===== config.mk =====
export PLATFORM = sky130hd
export DESIGN_NAME = stx_length_crc_packet_framer
export DESIGN_NICKNAME = d
export VERILOG_FILES = /design/src/rtl/core/stxfrm_pkg.sv /design/src/rtl/core/stxfrm_csr.sv /design/src/rtl/core/stxfrm_ctrl.sv /design/src/rtl/core/stxfrm_dp.sv /design/src/rtl/core/stx_length_crc_packet_framer.sv
export SDC_FILE = /design/constraint.sdc
export NUM_CORES = 1
export LEC_CHECK = 0
export BUFFER_PORTS_ARGS = -buffer_cell sky130_fd_sc_hd__buf_2
export CORE_ASPECT_RATIO = 1.4
export CORE_MARGIN = 2
export CORE_UTILIZATION = 30
export CTS_CLUSTER_DIAMETER = 150
export DETAILED_ROUTE_END_ITERATION = 8
export HOLD_SLACK_MARGIN = 0.06
export PLACE_DENSITY = 0.55
export SLEW_MARGIN = 25
export SYNTH_ARGS = -nofsm -noshare
export SYNTH_HDL_FRONTEND = slang
export SYNTH_SLANG_ARGS = --single-unit

===== constraint.sdc =====
create_clock -name clock -period 8.8 [get_ports clock]
set_clock_uncertainty 0.2 [all_clocks]
set_input_delay 1.32 -clock clock [delete_from_list [all_inputs] [get_ports clock]]
set_output_delay 1.32 -clock clock [all_outputs]
set_load 0.05 [all_outputs]

===== src/rtl/core/stxfrm_pkg.sv =====
// ----------------------------------------------------------------------------
// stxfrm_pkg
// Shared types, constants and control bundles of the STX / length / CRC-16
// packet framer.
// ----------------------------------------------------------------------------
package stxfrm_pkg;

   // buffer geometry
   localparam int BUF_BYTES = 32;
   localparam int IDX_W     = $clog2(BUF_BYTES);
   localparam int CNT_W     = $clog2(BUF_BYTES + 1);

   // frame format
   localparam logic [7:0] STX_BYTE  = 8'd2;
   localparam logic [7:0] MIN_FRAME = 8'd6;
   localparam logic [7:0] CRC_BYTES = 8'd2;

   // counter and register widths
   localparam int TICK_W = 24;
   localparam int CRC_W  = 16;
   localparam logic [TICK_W-1:0] TICK_MAX = '1;

   // register reset values
   localparam logic [TICK_W-1:0] IDLE_TIMEOUT_RST = 24'd750000;
   localparam logic [CRC_W-1:0]  CRC_POLY_RST     = 16'h1021;
   localparam logic [CRC_W-1:0]  CRC_SEED_RST     = 16'hFFFF;

   // result kinds
   localparam logic KIND_PAYLOAD = 1'b0;
   localparam logic KIND_NOTICE  = 1'b1;

   // request and response payloads
   typedef struct packed {
      logic       action;
      logic [7:0] rx_byte;
   } req_type;

   typedef struct packed {
      logic       kind;
      logic [7:0] value;
      logic       last;
   } rsp_type;

   // configuration seen by the datapath
   typedef struct packed {
      logic [TICK_W-1:0] idle_timeout;
      logic [CRC_W-1:0]  crc_poly;
      logic [CRC_W-1:0]  crc_seed;
   } cfg_type;

   // buffer read offset select, relative to the head of the buffer
   typedef enum logic [1:0] {
      RD_HEAD = 2'd0,
      RD_LEN  = 2'd1,
      RD_IDX  = 2'd2
   } rd_sel_type;

   // controller to datapath commands
   typedef struct packed {
      logic       tick;
      logic       take_byte;
      logic       rd_en;
      rd_sel_type rd_sel;
      logic       drop_one;
      logic       drop_len;
      logic       len_load;
      logic       crc_init;
      logic       crc_step;
      logic       rxlo_load;
      logic       idx_inc;
      logic       idx_emit;
      logic       push_notice;
      logic       push_byte;
   } cmd_type;

   // datapath to controller status
   typedef struct packed {
      logic count_zero;
      logic count_lt2;
      logic head_is_stx;
      logic len_big;
      logic len_gt_count;
      logic len_small;
      logic crc_done;
      logic crc_ok;
      logic emit_last;
      logic out_free;
   } status_type;

endpackage


===== src/rtl/core/stxfrm_csr.sv =====
// ----------------------------------------------------------------------------
// stxfrm_csr
// APB-style register file: idle timeout, CRC polynomial and CRC seed.
// ----------------------------------------------------------------------------
module stxfrm_csr (
   input  logic                   clock,
   input  logic                   reset,
   input  logic                   csr_psel,
   input  logic                   csr_penable,
   input  logic                   csr_pwrite,
   input  logic [3:0]             csr_paddr,
   input  logic [31:0]            csr_pwdata,
   output logic [31:0]            csr_prdata,
   output logic                   csr_pready,
   output stxfrm_pkg::cfg_type    cfg
);

   localparam logic [1:0] REG_IDLE_TIMEOUT = 2'd0;
   localparam logic [1:0] REG_CRC_POLY     = 2'd1;
   localparam logic [1:0] REG_CRC_SEED     = 2'd2;

   logic [stxfrm_pkg::TICK_W-1:0] idle_timeout_ff, idle_timeout_in;
   logic [stxfrm_pkg::CRC_W-1:0]  crc_poly_ff, crc_poly_in;
   logic [stxfrm_pkg::CRC_W-1:0]  crc_seed_ff, crc_seed_in;
   logic                          wr_en;
   logic [1:0]                    reg_idx;

   assign csr_pready = 1'b1;
   assign wr_en      = csr_psel & csr_penable & csr_pwrite;
   assign reg_idx    = csr_paddr[3:2];

   // register write decode
   always_comb begin
      idle_timeout_in = idle_timeout_ff;
      crc_poly_in     = crc_poly_ff;
      crc_seed_in     = crc_seed_ff;
      if (wr_en) begin
         case (reg_idx)
            REG_IDLE_TIMEOUT: idle_timeout_in = csr_pwdata[stxfrm_pkg::TICK_W-1:0];
            REG_CRC_POLY:     crc_poly_in     = csr_pwdata[stxfrm_pkg::CRC_W-1:0];
            REG_CRC_SEED:     crc_seed_in     = csr_pwdata[stxfrm_pkg::CRC_W-1:0];
            default: ;
         endcase
      end
   end

   always_ff @(posedge clock) begin
      if (reset) begin
         idle_timeout_ff <= stxfrm_pkg::IDLE_TIMEOUT_RST;
         crc_poly_ff     <= stxfrm_pkg::CRC_POLY_RST;
         crc_seed_ff     <= stxfrm_pkg::CRC_SEED_RST;
      end else begin
         idle_timeout_ff <= idle_timeout_in;
         crc_poly_ff     <= crc_poly_in;
         crc_seed_ff     <= crc_seed_in;
      end
   end

   // read mux
   always_comb begin
      case (reg_idx)
         REG_IDLE_TIMEOUT: csr_prdata = 32'(idle_timeout_ff);
         REG_CRC_POLY:     csr_prdata = 32'(crc_poly_ff);
         REG_CRC_SEED:     csr_prdata = 32'(crc_seed_ff);
         default:          csr_prdata = 32'd0;
      endcase
   end

   assign cfg.idle_timeout = idle_timeout_ff;
   assign cfg.crc_poly     = crc_poly_ff;
   assign cfg.crc_seed     = crc_seed_ff;

endmodule


===== src/rtl/core/stxfrm_ctrl.sv =====
// ----------------------------------------------------------------------------
// stxfrm_ctrl
// Framing sequencer: takes requests, scans for STX, checks length and CRC,
// and steps payload bytes or notices out through the datapath.
// ----------------------------------------------------------------------------
module stxfrm_ctrl (
   input  logic                   clock,
   input  logic                   reset,
   input  logic                   req_valid,
   input  logic                   req_action,
   output logic                   req_ready,
   input  stxfrm_pkg::status_type sts,
   output stxfrm_pkg::cmd_type    cmd
);

   typedef enum logic [12:0] {
      ST_IDLE      = 13'h0001,
      ST_CHK_HEAD  = 13'h0002,
      ST_WAIT_HEAD = 13'h0004,
      ST_WAIT_LEN  = 13'h0008,
      ST_CHK_LEN   = 13'h0010,
      ST_CRC_RD    = 13'h0020,
      ST_CRC_STEP  = 13'h0040,
      ST_WAIT_LO   = 13'h0080,
      ST_RD_HI     = 13'h0100,
      ST_CHK_CRC   = 13'h0200,
      ST_NOTICE    = 13'h0400,
      ST_EMIT_RD   = 13'h0800,
      ST_EMIT      = 13'h1000
   } state_type;

   state_type state_ff, state_in;

   assign req_ready = (state_ff == ST_IDLE);

   // next state and commands
   always_comb begin
      state_in = state_ff;
      cmd      = '0;
      cmd.rd_sel = stxfrm_pkg::RD_HEAD;
      case (state_ff)
         ST_IDLE: begin
            if (req_valid) begin
               if (req_action) begin
                  cmd.tick = 1'b1;
               end else begin
                  cmd.take_byte = 1'b1;
                  state_in      = ST_CHK_HEAD;
               end
            end
         end
         // read the byte at the head of the buffer
         ST_CHK_HEAD: begin
            if (sts.count_zero) begin
               state_in = ST_IDLE;
            end else begin
               cmd.rd_en  = 1'b1;
               cmd.rd_sel = stxfrm_pkg::RD_HEAD;
               state_in   = ST_WAIT_HEAD;
            end
         end
         // drop leading non-STX bytes one at a time
         ST_WAIT_HEAD: begin
            if (!sts.head_is_stx) begin
               cmd.drop_one = 1'b1;
               state_in     = ST_CHK_HEAD;
            end else if (sts.count_lt2) begin
               state_in = ST_IDLE;
            end else begin
               cmd.rd_en  = 1'b1;
               cmd.rd_sel = stxfrm_pkg::RD_LEN;
               state_in   = ST_WAIT_LEN;
            end
         end
         ST_WAIT_LEN: begin
            cmd.len_load = 1'b1;
            state_in     = ST_CHK_LEN;
         end
         // length checks, incomplete frame waits for more bytes
         ST_CHK_LEN: begin
            if (sts.len_big) begin
               state_in = ST_NOTICE;
            end else if (sts.len_gt_count) begin
               state_in = ST_IDLE;
            end else if (sts.len_small) begin
               state_in = ST_NOTICE;
            end else begin
               cmd.crc_init = 1'b1;
               state_in     = ST_CRC_RD;
            end
         end
         // one buffer byte per read, then the low CRC byte
         ST_CRC_RD: begin
            cmd.rd_en  = 1'b1;
            cmd.rd_sel = stxfrm_pkg::RD_IDX;
            state_in   = sts.crc_done ? ST_WAIT_LO : ST_CRC_STEP;
         end
         ST_CRC_STEP: begin
            cmd.crc_step = 1'b1;
            state_in     = ST_CRC_RD;
         end
         ST_WAIT_LO: begin
            cmd.rxlo_load = 1'b1;
            cmd.idx_inc   = 1'b1;
            state_in      = ST_RD_HI;
         end
         ST_RD_HI: begin
            cmd.rd_en  = 1'b1;
            cmd.rd_sel = stxfrm_pkg::RD_IDX;
            state_in   = ST_CHK_CRC;
         end
         ST_CHK_CRC: begin
            if (sts.crc_ok) begin
               cmd.idx_emit = 1'b1;
               state_in     = ST_EMIT_RD;
            end else begin
               state_in = ST_NOTICE;
            end
         end
         // bad frame: one notice, drop the STX, rescan
         ST_NOTICE: begin
            if (sts.out_free) begin
               cmd.push_notice = 1'b1;
               cmd.drop_one    = 1'b1;
               state_in        = ST_CHK_HEAD;
            end
         end
         // payload bytes out, then drop the whole frame
         ST_EMIT_RD: begin
            cmd.rd_en  = 1'b1;
            cmd.rd_sel = stxfrm_pkg::RD_IDX;
            state_in   = ST_EMIT;
         end
         ST_EMIT: begin
            if (sts.out_free) begin
               cmd.push_byte = 1'b1;
               cmd.idx_inc   = 1'b1;
               if (sts.emit_last) begin
                  cmd.drop_len = 1'b1;
                  state_in     = ST_CHK_HEAD;
               end else begin
                  state_in = ST_EMIT_RD;
               end
            end
         end
         default: begin
            state_in = ST_IDLE;
         end
      endcase
   end

   always_ff @(posedge clock) begin
      if (reset) begin
         state_ff <= ST_IDLE;
      end else begin
         state_ff <= state_in;
      end
   end

endmodule


===== src/rtl/core/stxfrm_dp.sv =====
// ----------------------------------------------------------------------------
// stxfrm_dp
// Framer datapath: circular byte buffer, fill count, idle counter, length
// and CRC registers, and the response output register.
// ----------------------------------------------------------------------------
module stxfrm_dp (
   input  logic                   clock,
   input  logic                   reset,
   input  logic [7:0]             rx_byte,
   input  stxfrm_pkg::cfg_type    cfg,
   input  stxfrm_pkg::cmd_type    cmd,
   output stxfrm_pkg::status_type sts,
   output logic                   rsp_valid,
   input  logic                   rsp_ready,
   output stxfrm_pkg::rsp_type    rsp_data
);

   localparam int IDX_W = stxfrm_pkg::IDX_W;
   localparam int CNT_W = stxfrm_pkg::CNT_W;
   localparam int SUM_W = CNT_W + 1;

   // head plus offset, wrapped at the buffer size
   function automatic logic [IDX_W-1:0] wrap_add(input logic [IDX_W-1:0] head,
                                                 input logic [CNT_W-1:0] off);
      logic [SUM_W-1:0] sum;
      sum = SUM_W'(head) + SUM_W'(off);
      if (sum >= SUM_W'(stxfrm_pkg::BUF_BYTES)) begin
         sum = sum - SUM_W'(stxfrm_pkg::BUF_BYTES);
      end
      return sum[IDX_W-1:0];
   endfunction

   // one byte through the MSB-first CRC register
   function automatic logic [15:0] crc_byte(input logic [15:0] crc_in,
                                            input logic [7:0]  data,
                                            input logic [15:0] poly);
      logic [15:0] crc;
      crc = crc_in ^ {data, 8'h00};
      for (int b = 0; b < 8; b++) begin
         if (crc[15]) begin
            crc = {crc[14:0], 1'b0} ^ poly;
         end else begin
            crc = {crc[14:0], 1'b0};
         end
      end
      return crc;
   endfunction

   logic [7:0] frame_mem [stxfrm_pkg::BUF_BYTES];

   logic [IDX_W-1:0]              head_ff, head_in;
   logic [CNT_W-1:0]              count_ff, count_in;
   logic [stxfrm_pkg::TICK_W-1:0] idle_ff, idle_in;
   logic [7:0]                    rd_ff;
   logic [7:0]                    len_ff;
   logic [7:0]                    rxlo_ff;
   logic [15:0]                   crc_ff;
   logic [IDX_W-1:0]              idx_ff;
   logic                          rsp_valid_ff, rsp_valid_in;
   stxfrm_pkg::rsp_type           rsp_ff;

   logic                          timed_out;
   logic [CNT_W-1:0]              eff_count;
   logic                          full;
   logic [IDX_W-1:0]              wr_addr;
   logic [IDX_W-1:0]              rd_addr;
   logic [CNT_W-1:0]              rd_off;

   // timeout flush and append position
   assign timed_out = (count_ff != '0) && (idle_ff > cfg.idle_timeout);
   assign eff_count = timed_out ? '0 : count_ff;
   assign full      = (eff_count >= CNT_W'(stxfrm_pkg::BUF_BYTES));
   assign wr_addr   = wrap_add(head_ff, eff_count);

   // read address
   always_comb begin
      case (cmd.rd_sel)
         stxfrm_pkg::RD_HEAD: rd_off = '0;
         stxfrm_pkg::RD_LEN:  rd_off = CNT_W'(1);
         stxfrm_pkg::RD_IDX:  rd_off = CNT_W'(idx_ff);
         default:             rd_off = '0;
      endcase
   end
   assign rd_addr = wrap_add(head_ff, rd_off);

   // buffer memory, registered read
   always_ff @(posedge clock) begin
      if (cmd.take_byte && !full) begin
         frame_mem[wr_addr] <= rx_byte;
      end
      if (cmd.rd_en) begin
         rd_ff <= frame_mem[rd_addr];
      end
   end

   // head, fill count and idle counter
   always_comb begin
      head_in  = head_ff;
      count_in = count_ff;
      idle_in  = idle_ff;
      if (cmd.tick && (idle_ff != stxfrm_pkg::TICK_MAX)) begin
         idle_in = idle_ff + 1'b1;
      end
      if (cmd.take_byte) begin
         idle_in  = '0;
         count_in = full ? eff_count : eff_count + 1'b1;
      end
      if (cmd.drop_one) begin
         head_in  = wrap_add(head_ff, CNT_W'(1));
         count_in = count_ff - 1'b1;
      end
      if (cmd.drop_len) begin
         head_in  = wrap_add(head_ff, len_ff[CNT_W-1:0]);
         count_in = count_ff - len_ff[CNT_W-1:0];
      end
   end

   always_ff @(posedge clock) begin
      if (reset) begin
         head_ff  <= '0;
         count_ff <= '0;
         idle_ff  <= '0;
      end else begin
         head_ff  <= head_in;
         count_ff <= count_in;
         idle_ff  <= idle_in;
      end
   end

   // length, CRC and byte index
   always_ff @(posedge clock) begin
      if (cmd.len_load) begin
         len_ff <= rd_ff;
      end
      if (cmd.rxlo_load) begin
         rxlo_ff <= rd_ff;
      end
      if (cmd.crc_init) begin
         crc_ff <= cfg.crc_seed;
      end else if (cmd.crc_step) begin
         crc_ff <= crc_byte(crc_ff, rd_ff, cfg.crc_poly);
      end
      if (cmd.crc_init) begin
         idx_ff <= '0;
      end else if (cmd.idx_emit) begin
         idx_ff <= IDX_W'(2);
      end else if (cmd.crc_step || cmd.idx_inc) begin
         idx_ff <= idx_ff + 1'b1;
      end
   end

   // response output register
   always_comb begin
      rsp_valid_in = rsp_valid_ff;
      if (cmd.push_notice || cmd.push_byte) begin
         rsp_valid_in = 1'b1;
      end else if (rsp_ready) begin
         rsp_valid_in = 1'b0;
      end
   end

   always_ff @(posedge clock) begin
      if (reset) begin
         rsp_valid_ff <= 1'b0;
      end else begin
         rsp_valid_ff <= rsp_valid_in;
      end
   end

   always_ff @(posedge clock) begin
      if (cmd.push_notice) begin
         rsp_ff.kind  <= stxfrm_pkg::KIND_NOTICE;
         rsp_ff.value <= 8'd0;
         rsp_ff.last  <= 1'b1;
      end else if (cmd.push_byte) begin
         rsp_ff.kind  <= stxfrm_pkg::KIND_PAYLOAD;
         rsp_ff.value <= rd_ff;
         rsp_ff.last  <= sts.emit_last;
      end
   end

   assign rsp_valid = rsp_valid_ff;
   assign rsp_data  = rsp_ff;

   // status to the controller
   assign sts.count_zero   = (count_ff == '0);
   assign sts.count_lt2    = (count_ff < CNT_W'(2));
   assign sts.head_is_stx  = (rd_ff == stxfrm_pkg::STX_BYTE);
   assign sts.len_big      = (len_ff > 8'(stxfrm_pkg::BUF_BYTES));
   assign sts.len_gt_count = (len_ff > 8'(count_ff));
   assign sts.len_small    = (len_ff < stxfrm_pkg::MIN_FRAME);
   assign sts.crc_done     = (8'(idx_ff) == (len_ff - stxfrm_pkg::CRC_BYTES));
   assign sts.crc_ok       = (crc_ff == {rd_ff, rxlo_ff});
   assign sts.emit_last    = (8'(idx_ff) == (len_ff - stxfrm_pkg::CRC_BYTES - 8'd1));
   assign sts.out_free     = !rsp_valid_ff || rsp_ready;

endmodule


===== src/rtl/core/stx_length_crc_packet_framer.sv =====
// ----------------------------------------------------------------------------
// stx_length_crc_packet_framer
// Serial packet framer: STX, length, command, id, data, CRC-16 (little
// endian). Good frames come out as payload bytes, bad ones as a notice.
// ----------------------------------------------------------------------------
//   channel   direction  handshake             payload
//   req_      in         req_valid/req_ready   req_data  (action, rx_byte)
//   rsp_      out        rsp_valid/rsp_ready   rsp_data  (kind, value, last)
//   csr_      in         APB psel/penable      idle_timeout, crc_poly, crc_seed
//
//   a tick request is handled in the idle state; a byte request runs a
//   scan, and a rescan reads and drops each non-STX byte in turn
//   the CRC pass and the payload output each read a buffer byte, then use it,
//   set by the single buffer read port with registered data
//   a stalled response holds the sequencer, requests wait until it is idle
//   reset is synchronous and clears control state; the buffer needs no clear
// ----------------------------------------------------------------------------
module stx_length_crc_packet_framer (
   input  logic                clock,
   input  logic                reset,
   input  logic                req_valid,
   output logic                req_ready,
   input  stxfrm_pkg::req_type req_data,
   output logic                rsp_valid,
   input  logic                rsp_ready,
   output stxfrm_pkg::rsp_type rsp_data,
   input  logic                csr_psel,
   input  logic                csr_penable,
   input  logic                csr_pwrite,
   input  logic [3:0]          csr_paddr,
   input  logic [31:0]         csr_pwdata,
   output logic [31:0]         csr_prdata,
   output logic                csr_pready
);

   stxfrm_pkg::cfg_type    cfg;
   stxfrm_pkg::cmd_type    cmd;
   stxfrm_pkg::status_type sts;

   // configuration registers
   stxfrm_csr u_csr (
      .clock       (clock),
      .reset       (reset),
      .csr_psel    (csr_psel),
      .csr_penable (csr_penable),
      .csr_pwrite  (csr_pwrite),
      .csr_paddr   (csr_paddr),
      .csr_pwdata  (csr_pwdata),
      .csr_prdata  (csr_prdata),
      .csr_pready  (csr_pready),
      .cfg         (cfg)
   );

   // sequencer
   stxfrm_ctrl u_ctrl (
      .clock      (clock),
      .reset      (reset),
      .req_valid  (req_valid),
      .req_action (req_data.action),
      .req_ready  (req_ready),
      .sts        (sts),
      .cmd        (cmd)
   );

   // buffer, counters and output register
   stxfrm_dp u_dp (
      .clock     (clock),
      .reset     (reset),
      .rx_byte   (req_data.rx_byte),
      .cfg       (cfg),
      .cmd       (cmd),
      .sts       (sts),
      .rsp_valid (rsp_valid),
      .rsp_ready (rsp_ready),
      .rsp_data  (rsp_data)
   );

endmodule


==> results.md, run 1 <==
- TNS Setup: 0 ns
- Initial antenna violation count: 2
- Worst hold endpoint: u_csr.idle_timeout_ff[20]
- Peak VDD IR: ~130 uV
- DR WL/cell: 18.92 um
- Unrepaired setup endpoints after global routing: no
- CP Buf/Inv Count: 3
- XOR/XNOR Fraction of Synth Area: 0.07776
- Total CTS buffers: 42
- Die Y: 321.1 um
- Status: complete, no violations
- Reg-to-reg endpoint: u_dp.rd_ff[4]
- Final setup violation count: 0
- Die Area: 0.07400 mm2
- Largest family of logic cells by synthesized area: simple AND/OR/NAND/NOR gates
- Mapped Area: between 0.02 and 0.025 mm2
- Post-synthesis cell type count: 84
- Largest area contributor in the synthesized netlist: edfxtp_1
- Worst Path Arrival: 6.26 ns
- Critical path's top delay family: simple AND/OR/NAND/NOR gates
- Share of cells above drive strength 1: 0.1602
- Fill cells: approximately 7000
- Post-synth EDFFs: 296
- Clock slew at reported path FFs: 0.06 ns
- Slowest stage delay, CP: 1.19 ns
- Static leakage: between 8 and 9 nW
- Main synth FF type: edfxtp_1
- Global-route wire length before repair: 84570 um
- Pwr Total: roughly 4.3 mW
- Starting Density: 0.3023
- Worst path cell trace: nor2_1 -> nand2_1 -> or4_1 -> nor4_1 -> nand2b_1 -> inv_1 -> ha_1 -> a21oi_1 -> nor2_1 -> ha_4 -> inv_1 -> fa_4 -> buf_4 -> mux4_2 -> mux4_2 -> mux2_2
- Synthesized area per cell: 11.75 um2
- Worst reg2reg path depth: 16
- Worst Setup Start Kind: flip-flop
- Hold_sp: u_csr.idle_timeout_ff[20]
- Crit Path Max Fanout: 38
- CTS tree: done
- Worst Setup End Kind: flip-flop
- Hold WC Path Type: flip-flop to flip-flop
- Worst-margin pin slew: just over 1 ns
- Synth Area in Simple Gates: 0.1283
- Later-pin clock latency in the skew report: about 0.55 ns
- FMAX: between 150 and 200 MHz
- # DRC: 0
- GR Util All Layers: 0.1454
- Register area share after synthesis: 0.5241
- Vias in the first global route: ~15000
- Synth top area cells: edfxtp_1 (41%), dfxtp_1 (11%), mux4_2 (8.4%)
- Final worst path period share: 0.7020
- Post-Synthesis Cells: 1833
- PostCTS Resize Cnt: 0
- Die Width: 230.5 um
- Top cell type's share of synthesized area: 0.4126
- Critical Path RT: 8.88 ns
- Vias per inst: 4.980
- Top-level I/O count: 97
- Post-route ant nets: 0
- H-Tree Level Count: 2
- DRT Pass-1 Iters: 5
- Multiplexer share of the synthesized area: 0.1081
- Vias: 14284
- Post-CTS Setup Inserts: 0
- Area grow syn2layout: 12.68%
- CTS Root Cell: clkbuf_16
- Hold_ws: between 0.2 and 0.3 ns
- Final Max Slew Viols: 0
- PwrDens: about 180 mW/mm2
- YS warnings: 0
- HPWL reported at the end of detailed placement: 39300 um
- Fin. Hold Viols: 0
- Largest net degree at the start of global routing: 48
- Clock Sink Count: 416
- R2r startpoint: u_ctrl.state_ff[12]
- #FFs+latches synth: 416
- Final WL: around 54000 um
- Adder-cell share of the synthesized area: 0.03589
- Critical-path top delay cell: fa_4
- IO Port Bufs: 77
- Total grt overflow: 0
- Cts hold-fix bufs: 0
- R2r setup slk: 2.62 ns
- Hold path cells: 2
- Tmin final: 6.178 ns
- Max-cap violations: 0
- Clk buf depth: 3
- Initial DRC Count: between 800 and 900
- Core area: between 0.07 and 0.08 mm2
- Setup CP Type: flip-flop to flip-flop
- Placer Congestion: 0.8618
- Fin nets: 2003
- Rel. slew slack: 0.3175
- Post-synthesis compound-gate area fraction: 0.09217
- Row cnt: 116
- Asr flop ratio synth: 0
metrics by stage:
step	worst slack (ns)	cell area, um2	std cells	util
after floorplan	3.626	21570	1840	-
after detailed placement	2.560	23030	2791	0.3231
after global placement	2.481	23000	2791	0.3228
after global routing	2.193	24280	2868	0.3406
after CTS	2.530	24260	2866	0.3405
final	2.622	24280	2868	0.3406
synth_stat cells, types with 34 or more instances:
cell type / count
edfxtp_1: 296
nand2_1: 225
nor2_1: 128
xnor2_1: 122
dfxtp_1: 120
clkbuf_1: 81
mux4_2: 80
a21oi_1: 77
inv_1: 63
ha_1: 57
o21ai_0: 54
xor2_1: 47
nor3_1: 41
mux2i_1: 34
worst min-delay path, stage by stage (launching register included):
cell and delay (ns):
dfxtp_1 0.31, nand2_1 0.05, a21oi_1 0.05
state kept, by name, summed over array words and instances, names as in the netlist:
name	count
u_dp.count_ff	6
u_csr.crc_poly_ff	16
u_dp.head_ff	5
u_csr.idle_timeout_ff	24
u_dp.rd_ff	8
u_ctrl.state_ff	13
u_csr.crc_seed_ff	16
u_dp.rsp_valid	1
u_dp.len_ff	8
u_dp.crc_ff	16
u_dp.rxlo_ff	8
u_dp.idle_ff	24
u_dp.rsp_data	10
u_dp.frame_mem	256
u_dp.idx_ff	5
logic make-up after synthesis:
kind of cell    count (synthesis)
mux                           130
simple gates                  583
buf+inv                       172
fa+ha+maj                      60
flops                         416
compound gates                291
other cells                     2
xor+xnor                      179
report_power, final:
group,switching [mW],internal [mW]
Sequential,0.0353,2.13
Clock,0.737,0.908
Combinational,0.355,0.179
worst max path at each step:
stage / startpoint / endpoint / slack [ns] / cells after the start
2_1_floorplan: u_csr.idle_timeout_ff[17] / u_dp.frame_mem[17][0] / 3.63 / 17
3_3_place_gp: u_ctrl.state_ff[12] / u_dp.rd_ff[4] / 2.48 / 16
3_5_place_dp: u_ctrl.state_ff[12] / u_dp.rd_ff[5] / 2.56 / 16
4_1_cts: u_ctrl.state_ff[12] / u_dp.rd_ff[5] / 2.53 / 16
5_1_grt: u_csr.idle_timeout_ff[11] / u_dp.frame_mem[24][1] / 2.19 / 20
6_report: u_ctrl.state_ff[12] / u_dp.rd_ff[4] / 2.62 / 16
final cells by class:
cell class | count | area, um2 | share of cell area
clock inverters | 18 | 98.84 | 0.004072
diodes | 2 | 5.005 | 0.0002062
repair buffers | 116 | 678.2 | 0.02794
inverters | 63 | 236.5 | 0.009741
flip-flops and latches | 416 | 11290 | 0.4651
clock buffers | 57 | 1139 | 0.04690
multi-input cells | 1252 | 9647 | 0.3974
well taps | 944 | 1181 | 0.04865
per-layer routing:
layer	wire (um)	part of all wire	up-vias	track usage
met5	0	0	-	0
met4	2279	0.042	0	0.06165
met3	2114	0.039	106	0.01720
met2	28480	0.52	336	0.2682
met1	21400	0.39	7029	0.1691
li1	-	-	6813	-
cells in the final DEF, fill, tap and decap left out, types with 28 or more instances in the layout:
master     instances
inv_1             63
xnor2_1          118
dfxtp_1          120
xor2_1            47
buf_4             39
ha_1              56
clkbuf_16         43
a211o_1           28
o21ai_0           54
nand3_1           28
nand2_1          225
nor2_1           128
edfxtp_1         296
nor2b_1           28
mux4_2            80
mux2i_1           34
buf_2             77
a21oi_1           77
nor3_1            39
Note: power is estimated with default switching activity, not from simulation.
==> run 2: changes to the inputs <==
- clock period: 8.8 -> 5.8 ns (I/O delays scaled with it)
==> run 2 against run 1 <==
- worst setup slack worse by 2.3 ns
- final cell count increased by 0.77%
- sequential power grew 51%
- wire length is 0.99% higher
- largest cell class unchanged
==> results.md, run 2 (synthesis results as in run 1) <==
- Cts hold-fix bufs: 0
- Multi-input logic area: 0.009618 mm2
- Post-CTS Setup Inserts: 0
- Hold_sp: u_dp.rsp_data[9]
- # DRC: 0
- H-Tree Level Count: 2
- R2r startpoint: u_ctrl.state_ff[10]
- Fin nets: 2024
- Vias: 14413
- Most flop-heavy register: u_dp.frame_mem
- Setup WS pre-CTS: roughly 0.43 ns
- Top-level I/O count: 97
- Peak VDD IR: 254.5 uV
- Final Max Slew Viols: 0
- Fin. Hold Viols: 0
- Critical-path top delay cell: mux4_2
- Status: complete, no violations
- CTS Root Cell: clkbuf_16
- Rel. slew slack: 0.3657
- Hold WC Path Type: flip-flop to flip-flop
- Placed cell count: 2813
- Worst hold endpoint: u_dp.rsp_data[9]
- Worst Path Arrival: 5.51 ns
- Leading registers by flop count: u_dp.frame_mem: 256 flops, u_csr.idle_timeout_ff: 24 flops, u_dp.idle_ff: 24 flops
- Worst path cell trace: nor2_1 -> nand2_1 -> or4_1 -> nor4_1 -> nand2b_1 -> inv_1 -> ha_1 -> a21oi_1 -> nor2_1 -> ha_4 -> inv_1 -> fa_2 -> buf_12 -> mux4_2 -> mux4_2 -> mux2_2
- Hold_ws: 0.2513 ns
- Final worst path period share: 0.9360
- PnR worst setup slack: around 0.37 ns
- Vias in the first global route: 14543
- Final Non-Filler Cells: 2890
- Reg-to-reg endpoint: u_dp.rd_ff[6]
- Die Width: approximately 230 um
- Initial DRC Count: ~910
- Crit Path Max Fanout: 64
- FMAX: 184.2 MHz
- Max-cap violations: 0
- Total CTS buffers: 41
- Worst Setup End Kind: flip-flop
- Static leakage: 8.554 nW
- Critical Path RT: 5.88 ns
- Commonest cells after routing, fill and taps aside: edfxtp_1 (296), nand2_1 (225), nor2_1 (128), xnor2_1 (120), dfxtp_1 (120)
- Tmin final: ~5.4 ns
- Final setup violation count: 0
- Largest net degree at the start of global routing: between 60 and 70
- GR Util All Layers: 0.1458
- TNS Setup: 0 ns
- Fill cells: about 7000
- Starting Density: 0.3023
- Critical path's top delay family: simple AND/OR/NAND/NOR gates
- Commonest non-fill, non-tap cell in the layout: edfxtp_1
- Total grt overflow: 0
- Hold path cells: 1
- Clk buf depth: 3
- Share of cells above drive strength 1: 0.1744
- Post-route ant nets: 0
- PostCTS Resize Cnt: 0
- Pwr Total: 6.805 mW
- Worst-margin pin slew: 0.9442 ns
- Final WL: 54810 um
- Max FFs per register: between 200 and 300
- Worst reg2reg path depth: 16
- Global-route wire length before repair: 84730 um
- Initial antenna violation count: 1
- Placer Congestion: 0.8736
- CTS tree: done
- Vias per inst: around 5.0
- Slowest stage delay, CP: 0.56 ns
- Sequential cell area: 0.01129 mm2
- Worst Setup Start Kind: flip-flop
- R2r setup slk: 0.37 ns
- Later-pin clock latency in the skew report: 0.56 ns
- Clock slew at reported path FFs: roughly 0.060 ns
- HPWL reported at the end of detailed placement: 40000 um
- CP Buf/Inv Count: 3
- DRT Pass-1 Iters: 6
- PwrDens: 277.0 mW/mm2
- Setup CP Type: flip-flop to flip-flop
- Area grow syn2layout: 14.03%
- Core area: 0.07126 mm2
- Clock Sink Count: 416
- IO Port Bufs: 77
- Unrepaired setup endpoints after global routing: no
- Die Area: 0.07400 mm2
- Die Y: ~320 um
- Row cnt: 116
- DR WL/cell: 18.96 um
[run 2: changes by cell type in the layout (fill, tap and decap cells not counted), sizes merged]
| cell | change |
|---|---|
| clkinvlp | -2 |
| bufinv | +5 |
| clkbuf | -11 |
| clkinv | +8 |
| buf | +22 |
[run 2: how the worst max path moves through the flow]
stage	end	start	cells past startpoint	slack, ns
5_1_grt	u_dp.frame_mem[26][4]	u_csr.idle_timeout_ff[17]	21	0.13
6_report	u_dp.rd_ff[6]	u_ctrl.state_ff[10]	16	0.37
4_1_cts	u_dp.rd_ff[6]	u_ctrl.state_ff[10]	16	0.40
3_3_place_gp	u_dp.rd_ff[6]	u_ctrl.state_ff[12]	16	0.51
3_5_place_dp	u_dp.rd_ff[3]	u_ctrl.state_ff[10]	16	0.43
2_1_floorplan	u_dp.frame_mem[17][0]	u_csr.idle_timeout_ff[17]	17	0.63
[run 2: stage by stage]
| stage | util | cell area, um2 |
|---|---|---|
| floorplan | - | 21570 |
| global route | 0.3447 | 24560 |
| CTS | 0.3447 | 24560 |
| finish | 0.3447 | 24570 |
| detailed placement | 0.3257 | 23210 |
| global placement | 0.3257 | 23210 |
[run 2: cell type report]
cell class | count | share of cell area
tap | 944 | 0.04808
multi-input combinational | 1252 | 0.3915
timing repair buffer | 138 | 0.03586
inverter | 63 | 0.009626
clock buffer | 46 | 0.04339
clock inverter | 29 | 0.01171
antenna | 2 | 0.0002037
sequential | 416 | 0.4596
[run 2: routing by layer]
metal | track usage | wire length (um) | vias up
li1 | - | - | 6847
met1 | 0.1652 | 21540 | 7181
met2 | 0.2785 | 29700 | 308
met3 | 0.01534 | 1782 | 77
met4 | 0.05491 | 1787 | 0
met5 | 0 | 0 | -
[run 2: report_power, final]
group / internal, mW / total, mW / leakage, nW / switching, mW
clock: 1.55 / 2.70 / 0.663 / 1.15
combinational: 0.277 / 0.820 / 4.26 / 0.543
sequential: 3.23 / 3.28 / 3.63 / 0.0510
